<file path="src/hw/rtl/tccw_pkg.sv">
// ----------------------------------------------------------------------------
// Text console character writer package
// Screen geometry, codes, payload types and controller/datapath interfaces.
// ----------------------------------------------------------------------------
`default_nettype none

package tccw_pkg;

	localparam int COLUMNS    = 80;
	localparam int ROWS       = 25;
	localparam int CELLS      = COLUMNS * ROWS;
	localparam int COPY_CELLS = (ROWS - 1) * COLUMNS;

	localparam int ADDR_W    = $clog2(CELLS);
	localparam int COL_W     = $clog2(COLUMNS + 8);
	localparam int ROW_W     = $clog2(ROWS + 1);
	localparam int CMD_W     = 2;
	localparam int CHAR_W    = 8;
	localparam int CADDR_W   = 11;
	localparam int CURSOR_W  = 11;
	localparam int CELL_W    = 16;
	localparam int COLOR_W   = 4;
	localparam int CFG_IDX_W = 1;

	typedef enum logic [CMD_W-1:0] {
		CMD_PUT   = 2'd0,
		CMD_CLEAR = 2'd1,
		CMD_READ  = 2'd2
	} cmd_t;

	localparam logic [CFG_IDX_W-1:0] CFG_BACKGROUND = 1'b0;
	localparam logic [CFG_IDX_W-1:0] CFG_FOREGROUND = 1'b1;

	localparam logic [COLOR_W-1:0] BG_RESET = 4'd0;
	localparam logic [COLOR_W-1:0] FG_RESET = 4'd2;

	localparam logic [CHAR_W-1:0] CH_BS    = 8'h08;
	localparam logic [CHAR_W-1:0] CH_TAB   = 8'h09;
	localparam logic [CHAR_W-1:0] CH_LF    = 8'h0A;
	localparam logic [CHAR_W-1:0] CH_CR    = 8'h0D;
	localparam logic [CHAR_W-1:0] CH_BLANK = 8'h20;

	typedef enum logic [2:0] {
		ST_INIT,
		ST_IDLE,
		ST_COPY,
		ST_FILL,
		ST_DONE
	} state_t;

	typedef enum logic [1:0] {
		MEM_NONE,
		MEM_ZERO,
		MEM_BLANK,
		MEM_COPY
	} mem_op_t;

	typedef struct packed {
		logic    accept;
		logic    cnt_clr;
		logic    cnt_inc;
		mem_op_t mem_op;
		logic    out_load;
	} dp_cmd_t;

	typedef struct packed {
		logic scroll;
		logic cnt_end;
		logic copy_end;
		logic out_free;
	} dp_sts_t;

	typedef struct packed {
		logic [CMD_W-1:0]   cmd;
		logic [CHAR_W-1:0]  ch;
		logic [CADDR_W-1:0] cell_address;
	} req_t;

	typedef struct packed {
		logic [CURSOR_W-1:0] cursor_pos;
		logic [CELL_W-1:0]   cell_data;
	} rsp_t;

endpackage

`default_nettype wire

</file>
<file path="src/hw/rtl/tccw_ctrl.sv">
// ----------------------------------------------------------------------------
// Text console controller
// Sequences command execution, scroll copy, blank fill and the reset sweep.
// ----------------------------------------------------------------------------
`default_nettype none

module tccw_ctrl (
	input  logic                         clk,
	input  logic                         arst_n,
	input  logic                         req_valid,
	input  logic [tccw_pkg::CMD_W-1:0]   cmd,
	input  tccw_pkg::dp_sts_t            sts,
	output tccw_pkg::dp_cmd_t            dpc,
	output logic                         req_ready
);

	import tccw_pkg::*;

	state_t state_q;
	state_t state_d;

	always_ff @(posedge clk or negedge arst_n) begin
		if (!arst_n) begin
			state_q <= ST_INIT;
		end else begin
			state_q <= state_d;
		end
	end

	always_comb begin
		state_d   = state_q;
		dpc       = '0;
		req_ready = 1'b0;
		case (state_q)
			ST_INIT: begin
				dpc.mem_op = MEM_ZERO;
				if (sts.cnt_end) begin
					state_d = ST_IDLE;
				end else begin
					dpc.cnt_inc = 1'b1;
				end
			end
			ST_IDLE: begin
				req_ready = 1'b1;
				if (req_valid) begin
					dpc.accept = 1'b1;
					if (cmd == CMD_PUT && sts.scroll) begin
						dpc.cnt_clr = 1'b1;
						state_d     = ST_COPY;
					end else if (cmd == CMD_CLEAR) begin
						dpc.cnt_clr = 1'b1;
						state_d     = ST_FILL;
					end else begin
						state_d = ST_DONE;
					end
				end
			end
			ST_COPY: begin
				dpc.mem_op = MEM_COPY;
				if (sts.copy_end) begin
					state_d = ST_FILL;
				end else begin
					dpc.cnt_inc = 1'b1;
				end
			end
			ST_FILL: begin
				dpc.mem_op = MEM_BLANK;
				if (sts.cnt_end) begin
					state_d = ST_DONE;
				end else begin
					dpc.cnt_inc = 1'b1;
				end
			end
			ST_DONE: begin
				if (sts.out_free) begin
					dpc.out_load = 1'b1;
					state_d      = ST_IDLE;
				end
			end
			default: begin
				state_d = ST_INIT;
			end
		endcase
	end

endmodule

`default_nettype wire

</file>
<file path="config.mk">
export PLATFORM = sky130hd
export DESIGN_NAME = tccw_ctrl
export DESIGN_NICKNAME = d
export VERILOG_FILES = /design/src/hw/rtl/tccw_pkg.sv /design/src/hw/rtl/tccw_ctrl.sv
export SDC_FILE = /design/constraint.sdc
export NUM_CORES = 1
export LEC_CHECK = 0
export BUFFER_PORTS_ARGS = -buffer_cell sky130_fd_sc_hd__buf_2
export CORE_AREA = 5 5 42 44
export CTS_CLUSTER_DIAMETER = 120
export DETAILED_ROUTE_END_ITERATION = 8
export DIE_AREA = 0 0 47 49
export HOLD_SLACK_MARGIN = 0.03
export PLACE_DENSITY = 0.52
export SYNTH_ARGS = -nofsm -noshare
export SYNTH_HDL_FRONTEND = slang
export SYNTH_SLANG_ARGS = --single-unit
</file>
<file path="constraint.sdc">
create_clock -name clk -period 2.5 [get_ports clk]
set_clock_uncertainty 0.15 [all_clocks]
set_input_delay 0.125 -clock clk [delete_from_list [all_inputs] [get_ports clk]]
set_output_delay 0.125 -clock clk [all_outputs]
set_load 0.005 [all_outputs]
</file>
* Word level (Yosys, flattened, before mapping)
Cells that the tools add are included.
** Storage, ports and cells
- Bits in registers :: 3
- Input port bits :: 9
- Word-level logic and storage cells :: 33
** Operators by class
- Equality and inequality tests :: 10
- Muxes and demuxes :: 18
- Reductions and logical operators :: 4
** Operators with widths (count)
- two-way mux 3 bit :: 7
- one-hot mux 3 bit (5 select lines) :: 1
- inequality test 2 bit, second input constant :: 5
- one-hot mux 3 bit (3 select lines) :: 1
- two-way mux 1 bit :: 7
- equality test 3 x 2 -> 1 bit, second input constant :: 2
- AND reduction 5 bit :: 1
- two-way mux 2 bit :: 2
- equality test 3 x 1 -> 1 bit, second input constant :: 1
- equality test 3 bit, second input constant :: 1
- logical NOT 3 bit :: 1
- equality test 2 x 1 -> 1 bit, second input constant :: 1
- logical NOT 2 bit :: 1
- logical AND 1 bit :: 1

* Longest topological paths before layout
Gate-level depths: netlist of run 1.
- Depth in word-level cells :: 5
- Mapped depth :: 4
- Mapped depth without buffers :: 3

* Worst setup path before layout of run 1
Ideal clock, no wire load.
- Path kind :: flip-flop to flip-flop
- Start point :: register state_q[0]
- End point :: register state_q[2]
- Arrival :: 1104 ps
- Required time :: 2223 ps
- Slack :: 1119 ps
- Stages on the path, launching flop included :: 4
- Buffers on the path :: 0
- Period minus slack after synthesis :: 1381 ps
- Cells stage by stage :: dfrtp_1 > or3b_2 > a21oi_1 > o31ai_1
** Between the ends
- Cells in the longest elaborated chain, start to end :: 3
** Ends and longest elaborated chain
- start: declaration :: line tccw_ctrl.sv:19 : state_t state_q;
- start signal: assignment :: line tccw_ctrl.sv:26 : state_q <= state_d;
- equality test 3 x 2 -> 1 bit, or another cell as far along :: line tccw_ctrl.sv:34 : case (state_q)
- inequality test 2 bit (no source line)
- AND reduction 5 bit (no source line)
Several ways; a longest one is shown, not always the timed one.
A chain may end at the register's enable or synchronous reset.

==> flow_summary.ini, run 1 <==
[layout]
final_layout_size_suffix_gt1_share_pct = 44.2
area_growth_pct = 34.2
largest_register_ffs = 3
reg_top3 = state_q: 3 flops
largest-register = state_q
finalNetCount = 62
fill_cells = 157
diodes = 0

[grt]
grt_overflow = 0
grt_pass1_wl_um = 1270
grt_pass1_vias = 310
grt_max_degree = 14
track_usage_pct = 7.69
antenna_found_initial = 0

[worst_setup_path]
critPathCaptureType = output port
arrival_ns = 1.41
slowest_delay_ns = 0.57
startpoint_type = flip-flop
path_max_fanout = 13
worstPathRequired_ns = 2.23
path_cells = and2b_1, a21o_1, buf_2
crit_type = reg2out
crit_path_top_delay_cell = dfrtp_1

[synth]
syn_nets = 44
synth-main-ff-cell = dfrtp_1
postSynthAreaPerCell_um2 = 9.19
syn_inst = 35
synthTopCellsByArea = dfrtp_1 23%, mux2i_1 6.2%, nor2b_1 5.8%
synth-async-reset-ratio_pct = 100
synth_edf_count = 0
yosysTopAreaCell = dfrtp_1
ys_seq_area_share_pct = 23.3
yosysWarnings = 0
ys_ff_latch = 3
synth_commonest_cells = 3 x dfrtp_1, 3 x nor2b_1
synthDistinctLibCells = 27
synthesis.area_um2 = 322
synth_top_area_share_pct = 23.3

[sta]
setup_tns_ns = 0
setup_viol = 0
fmaxAchievable_mhz = 595
tightestPinTransition_ns = 0.395
slew_viol_final = 0
finalCriticalPeriod_ns = 1.68
rsz0062_at_grt = no
fin_crit_sh_pct = 67.3
hold_violations = 0
slew_headroom_pct = 73.6

[detailed_routing]
drc = 0
avgRoutedWirePerCell_um = 10.9
wirelength_um = 738
ant_nets = 0
dr.pass1.iters = 4
initialDrtViolationCount = 3
vias_per_cell = 4.46
num_vias = 303

[cts]
clkTransAtPathRegs_ns = 0.04
cts-htree-levels = 1
cts-root-buf = clkbuf_4
cts_tree = built
numCtsBuffers = 3
cts_num_sinks = 3
clockBufferDepth = 2
ctsResizeCount = 0
insertion_delay_ns = 0.23

[power]
p_per_area_nw_per_um2 = 952
seq_power_share_pct = 30.0
power_leakage_nw = 0.210
power.share.switching_pct = 38.4
power.switching_mw = 0.158
power.internal_mw = 0.253
p_total_mw = 0.411
vdd_drop_max_mv = 0.348
p_comb_share_pct = 49.2
clockPowerShare_pct = 20.8

[floorplan]
core_area_um2 = 1400
ioPinCount = 16
die_h_um = 49
die_w_um = 47
die_area_um2 = 2300
floorplan.initialDensity_pct = 22.9
placementRows = 14

[place]
portBuffers = 15
gp_congestion = 0.661

[hold_path]
min_path_type = in2async

[run_status]
status = complete, no violations

[job]
drv_cap = 0
-- metrics by stage --
step / cells / util, % / hold WS [ns] / cell area (um2) / setup slack, ns
final: 68 / 30.8 / 0.0608 / 432 / 0.819
after floorplan: 35 / - / -0.321 / 322 / 1.12
after global routing: 68 / 30.8 / 0.0768 / 432 / 0.709
after detailed placement: 63 / 28.2 / -0.227 / 395 / 0.854
after global placement: 63 / 28.2 / -0.225 / 395 / 0.880
after CTS: 68 / 30.8 / 0.0538 / 432 / 0.804
-- critical path: cells and delay by family, from the launching register on --
family	cells	cell delay, ns
buffers and inverters	1	0.13
flip-flops	1	0.57
AO/OA/AOI/OAI	1	0.21
AND/OR/NAND/NOR	1	0.25
-- path summary, 6_finish.rpt --
kind	start	to	slack (ns)	depth (start not counted)
min in group clk	sts[0]	state_q[2]	0.07	3
worst min register to register	state_q[2]	state_q[1]	0.60	1
worst max-delay path	state_q[2]	dpc[3]	0.82	3
worst max register to register	state_q[2]	state_q[1]	0.86	3
max in group asynchronous	arst_n	state_q[0]	2.03	2
worst min-delay path	arst_n	state_q[1]	0.06	2
-- cell type report --
type                    count  area, um2  share of cell area [%]
repair buffers             16       85.1                    19.7
multi-input cells          29        225                    52.2
flip-flops and latches      3       75.1                    17.4
well taps                  16       20.0                    4.64
clock buffers               4       26.3                    6.09
-- repair_timing --
action                                 CTS  global route
setup buffers                            0             0
endpoints found under the hold margin    3             0
hold buffers                             1             0
-- cells in the final DEF (no fill, tap or decap) --
cell and instances:
a221oi_1 1, mux2_2 1, nor3b_2 1, nor2_1 1, a21oi_1 1, and2b_1 1, dlygate4sd3_1 1, and4bb_2 1
nor4_1 1, o22ai_1 1, nor2b_1 3, o21ai_0 1, o41ai_2 1, or3b_2 1, o21bai_1 1, nand2b_1 2
mux2i_1 2, and2_1 1, o21a_1 1, or4b_1 1, dfrtp_1 3, a21o_1 1, o31ai_1 1, buf_2 15
nand2_1 2, or3b_1 1, or2b_1 1, clkbuf_4 3, clkbuf_1 1
-- layer usage --
| metal | share of wire, % | global-route usage [%] | vias up |
|---|---|---|---|
| met1 | 46 | 10.2 | 133 |
| li1 | - | - | 163 |
| met4 | 0 | 6.91 | 0 |
| met2 | 48 | 10.2 | 7 |
| met5 | 0 | 0 | - |
| met3 | 6.4 | 1.11 | 0 |
-- kinds of logic (layout without fill, tap and decap cells) --
family                 count (synthesis)  in the layout  share of synthesized area [%]
AND/OR/NAND/NOR                       17             17                           38.1
AO/OA/AOI/OAI                          9              9                           22.2
flip-flops                             3              3                           23.3
multiplexers                           3              3                           9.73
buffers and inverters                  3             20                           6.61
-- power by group through the flow --
| stage | Combinational, mW | Sequential [mW] | Clock [mW] |
|---|---|---|---|
| 6_report | 0.202 | 0.123 | 0.0854 |
| 3_3_place_gp | 0.206 | 0.124 | 0 |
| 4_1_cts | 0.207 | 0.123 | 0.0910 |
| 2_1_floorplan | 0.202 | 0.0801 | 0 |
| 5_1_grt | 0.230 | 0.135 | 0.0921 |
| 3_5_place_dp | 0.205 | 0.124 | 0 |
No activity file was read; power rests on OpenSTA's default activity.
==> inputs of run 2 (changes only) <==
==> constraint.sdc (replaced) <==
create_clock -name clk -period 1.6 [get_ports clk]
set_clock_uncertainty 0.15 [all_clocks]
set_input_delay 0.08 -clock clk [delete_from_list [all_inputs] [get_ports clk]]
set_output_delay 0.08 -clock clk [all_outputs]
set_load 0.005 [all_outputs]
==> run 2 against run 1 <==
- clock power grew 58%
- sequential share of layout area is 3.3 points lower
- flip-flop and latch count did not move
- utilization rose by 9.2 points
- largest cell class unchanged
- setup slack worse by 0.79 ns
- die area unchanged
- design area rose by 30%
- highest routed layer unchanged
==> flow_summary.ini, run 2 (synthesis gave the netlist of run 1 again) <==
[layout]
finalNetCount = 75
area_growth_pct = 74.3
largest_register_ffs = 3
final_cell_mix = 15 x buf_2, 10 x buf_4
stdcell_count = 81
fill_cells = 156
final_layout_size_suffix_gt1_share_pct = 61.5
reg_top3 = state_q: 3 flops
final_common_cell = buf_2
diodes = 0
largest-register = state_q

[worst_setup_path]
ff2ff_path_depth = 4
path_cells = buf_6, nor3b_4, and2_4, nor2b_1, buf_2
critPathTopFamily = simple AND/OR/NAND/NOR gates
path_max_fanout = 5
startpoint_type = flip-flop
critPathCaptureType = output port
arrival_ns = 1.34
r2r_setup_slack_ns = 0.06
r2r-end = state_q[1]
timing.rr.start = state_q[1]
crit_path_top_delay_cell = dfrtp_2
crit_type = reg2out
critPathBufInv = 2
worstPathRequired_ns = 1.37
slowest_delay_ns = 0.43

[sta]
slew_headroom_pct = 81.9
layout_setup_ws_ns = 0.0317
fin_crit_sh_pct = 98.0
tightestPinTransition_ns = 0.270
setup_viol = 0
rsz0062_at_grt = yes
fmaxAchievable_mhz = 638
slew_viol_final = 0
hold_violations = 0
finalCriticalPeriod_ns = 1.57

[grt]
busiest_layer = met2
track_usage_pct = 9.23
grt_use_met1_pct = 11.0
antenna_found_initial = 0
grtUsageMet3_pct = 1.48
grt_util_met2_pct = 14.7
grt_pass1_wl_um = 1570
grt_max_degree = 11
grt_overflow = 0
grt_pass1_vias = 376

[place]
post-place-ws_ns = 0.0872
dp_hpwl_um = 657
gp_congestion = 0.694
portBuffers = 15
place_inst = 67

[detailed_routing]
ant_nets = 0
initialDrtViolationCount = 6
dr.pass1.iters = 2
drc = 0
vias_per_cell = 4.64
num_vias = 376
wirelength_um = 972
avgRoutedWirePerCell_um = 12.0

[cts]
cts_tree = built
cts-htree-levels = 1
clkTransAtPathRegs_ns = 0.04
cts-root-buf = clkbuf_4
cts_num_sinks = 3
clockBufferDepth = 2
insertion_delay_ns = 0.23
numCtsBuffers = 3

[floorplan]
die_w_um = 47
die_area_um2 = 2300
core_area_um2 = 1400
placementRows = 14
die_h_um = 49
ioPinCount = 16
floorplan.initialDensity_pct = 22.9

[hold_path]
min_path_type = in2reg
hold_path_depth = 4
hp-start = sts[1]
hold_end = state_q[1]

[run_status]
status = complete, no violations

[power]
power_leakage_nw = 0.275
p_per_area_nw_per_um2 = 1570
vdd_drop_max_mv = 0.741

[job]
drv_cap = 0
==> run 2: changes by cell type in the layout (fill, tap and decap cells not counted), moves of 2 or more <==
cell / previous run / this run
dfrtp_1: 3 / 0
dfrtp_2: 0 / 3
buf_4: 0 / 10
dlygate4sd3_1: 1 / 3
==> run 2: timing repair <==
item / CTS / global route
setup buffers: 6 / 1
endpoints found under the setup margin: 2 / 4
endpoints found under the hold margin: 4 / 0
hold buffers: 3 / 0
resized for setup: 3 / 5
pin swaps: 2 / 2
==> run 2: report_power, final <==
part	total (mW)	switching, mW	internal, mW	leakage [nW]
combinational	0.587	0.221	0.366	0.225
clock	0.135	0.0413	0.0936	0.0150
sequential	0.161	0.0483	0.113	0.0343
==> run 2: cell type report <==
| class | instances | area (um2) | share of cell area [%] |
|---|---|---|---|
| tap | 16 | 20.0 | 3.57 |
| timing repair buffer | 29 | 191 | 34.2 |
| clock buffer | 4 | 26.3 | 4.69 |
| sequential | 3 | 78.8 | 14.1 |
| multi-input combinational | 29 | 244 | 43.5 |
==> run 2: worst reg2reg max path: stages, from the launching register on <==
cell and delay (ns):
dfrtp_2 0.47, and2b_1 0.21, a21o_1 0.19, buf_4 0.13, o41ai_2 0.28
==> run 2: how the worst max path moves through the flow <==
stage	startpoint	end	slack [ns]	cells past startpoint
floorplan	state_q[0]	state_q[2]	0.22	3
global placement	state_q[0]	state_q[1]	0.11	3
detailed placement	state_q[0]	state_q[2]	0.09	3
CTS	state_q[2]	dpc[4]	0.003	5
global route	state_q[0]	dpc[3]	-0.05	4
finish	state_q[2]	dpc[4]	0.03	5
==> run 2: layer usage <==
metal  part of all wire (%)  up-vias
met5                      0        -
met4                      0        0
met3                    5.1        0
met2                     55        7
met1                     39      178
li1                       -      191
==> run 2: through the flow <==
step	power, mW	hold WS (ns)	TNS (ns)	util, %	cell area, um2
global placement	0.569	-0.269	0	30.4	425
CTS	0.830	0.0442	0	38.0	533
global route	0.968	0.0812	-0.136	40.0	561
detailed placement	0.573	-0.271	0	30.4	425
floorplan	0.441	-0.366	0	-	322
finish	0.883	0.0408	0	40.0	561
==> inputs of run 3 (changes only) <==
--- a/config.mk
+++ b/config.mk
@@ -12,6 +12,7 @@
 export DIE_AREA = 0 0 47 49
 export HOLD_SLACK_MARGIN = 0.03
 export PLACE_DENSITY = 0.52
+export SETUP_SLACK_MARGIN = 0.3
 export SYNTH_ARGS = -nofsm -noshare
 export SYNTH_HDL_FRONTEND = slang
 export SYNTH_SLANG_ARGS = --single-unit
==> run 3 against run 2 <==
- first-iteration DRC count decreased by 17%
- setup slack got worse by 0.024 ns
- wire length increased by 1.1%
- critical path depth unchanged
- combinational power increased by 12%
- non-clock buffer count increased by 1
- total power increased by 10%
- flip-flop and latch count unchanged
- sequential power increased by 12%
- die area unchanged
- critical endpoint is now state_q[1]
- largest cell class unchanged
- largest power group unchanged
==> flow_summary.ini, run 3 (synthesis gave the netlist of run 1 again) <==
[layout]
multi_input_area_um2 = 269
final_common_cell = buf_2
final_layout_size_suffix_gt1_share_pct = 69.7
reg_top3 = state_q: 3 flops
stdcell_count = 82
finalNetCount = 76
largest_register_ffs = 3
utilization_pct = 43.1
area_growth_pct = 87.9
final_cell_mix = 14 x buf_2, 10 x buf_4, 4 x buf_6
diodes = 0
seq_area_um2 = 78.8
largest-register = state_q
fill_cells = 154

[worst_setup_path]
crit_top_cell = buf_4
timing.rr.start = state_q[2]
arrival_ns = 1.57
crit_start = state_q[2]
slowest_delay_ns = 0.39
crit_type = reg2reg
startpoint_type = flip-flop
critPathTopFamily = compound AO/OA/AOI/OAI gates
critPathBufInv = 2
crit_path_top_delay_cell = dfrtp_2
path_cells = buf_4, and2b_1, a21o_1, buf_4, o41ai_2
critPathCaptureType = flip-flop
path_max_fanout = 4
worstPathRequired_ns = 1.58

[sta]
tightestPinTransition_ns = 0.365
finalCriticalPeriod_ns = 1.59
slew_viol_final = 0
rsz0062_at_grt = yes
hold_slack_ns = 0.0322
slew_headroom_pct = 75.6
fmaxAchievable_mhz = 628
hold_violations = 0
fin_crit_sh_pct = 99.5
setup_viol = 0

[floorplan]
die_area_um2 = 2300
placementRows = 14
die_h_um = 49
floorplan.initialDensity_pct = 22.9
core_area_um2 = 1400
ioPinCount = 16
die_w_um = 47

[cts]
clockBufferDepth = 2
numCtsBuffers = 3
insertion_delay_ns = 0.23
cts_num_sinks = 3
cts-htree-levels = 1
cts_tree = built
clkTransAtPathRegs_ns = 0.04
cts-root-buf = clkbuf_4

[power]
vdd_drop_max_mv = 0.930
power_leakage_nw = 0.292
p_total_mw = 0.972
p_per_area_nw_per_um2 = 1610

[detailed_routing]
drc = 0
ant_nets = 0
wirelength_um = 983
initialDrtViolationCount = 5
avgRoutedWirePerCell_um = 12.0
dr.pass1.iters = 3
num_vias = 381
vias_per_cell = 4.65

[job]
drv_cap = 0

[run_status]
status = complete, no violations

[place]
dp_hpwl_um = 637
place_inst = 66
gp_congestion = 0.629
portBuffers = 15

[grt]
grt_pass1_wl_um = 1530
grt_max_degree = 13
antenna_found_initial = 0
track_usage_pct = 8.88
grt_pass1_vias = 358
grt_overflow = 0

[hold_path]
min_path_type = in2reg
hp-start = sts[0]
run 3: cell count changes in the layout (fill, tap and decap cells not counted):
cell and delta:
a21oi_2 -1, a21oi_4 +1, buf_2 -1, buf_6 +3, dlygate4sd3_1 -1, nor2_1 -1, nor2_2 +1, nor2b_1 -2
nor2b_2 +1, nor2b_4 +1, o31ai_1 -1, o31ai_2 +1
run 3: worst paths after layout:
check / cells past startpoint / slack (ns) / to
setup / recovery: 5 / 0.008 / state_q[1]
hold / removal: 3 / 0.03 / state_q[2]
setup reg to reg: 5 / 0.008 / state_q[1]
hold reg to reg: 2 / 0.47 / state_q[1]
max in group asynchronous: 3 / 0.56 / state_q[0]
min in group asynchronous: 3 / 0.57 / state_q[2]
run 3: metal layers:
metal  vias up  wire, um  track usage, %
met5         -         0               0
met4         0         0               0
met3         0        53            4.80
met2         9       545            14.3
met1       180       385            11.0
li1        192         -               -
run 3: tightest hold or removal path: stages:
cell and delay (ns):
buf_2 0.10, or4b_1 0.13, o31ai_2 0.06
run 3: cell type report:
cell class              count  share of cell area [%]
multi-input cells          29                    44.5
well taps                  16                    3.31
clock buffers               4                    4.35
flip-flops and latches      3                    13.0
repair buffers             30                    34.8
run 3: metrics by stage:
stage	instance area [um2]	setup WS, ns	TNS [ns]
after global placement	422	0.105	0
after floorplan	334	0.250	0
final	604	0.00808	0
after CTS	544	0.0194	0
after global routing	604	-0.0592	-0.147
after detailed placement	422	0.0858	0
run 3: what timing repair did:
action	4_1_cts	5_1_grt
hold buffers	2	0
resized for setup	7	9
endpoints found under the setup margin	10	10
buffers inserted	7	3
pin swaps	4	2
gates cloned	0	0
hold endpoints to repair	4	0
run 3: power breakdown:
group          internal [mW]  switching (mW)  leakage [nW]
Clock                 0.0936          0.0407        0.0150
Combinational          0.424           0.232         0.242
Sequential             0.113          0.0684        0.0343
Total                  0.631           0.341         0.292
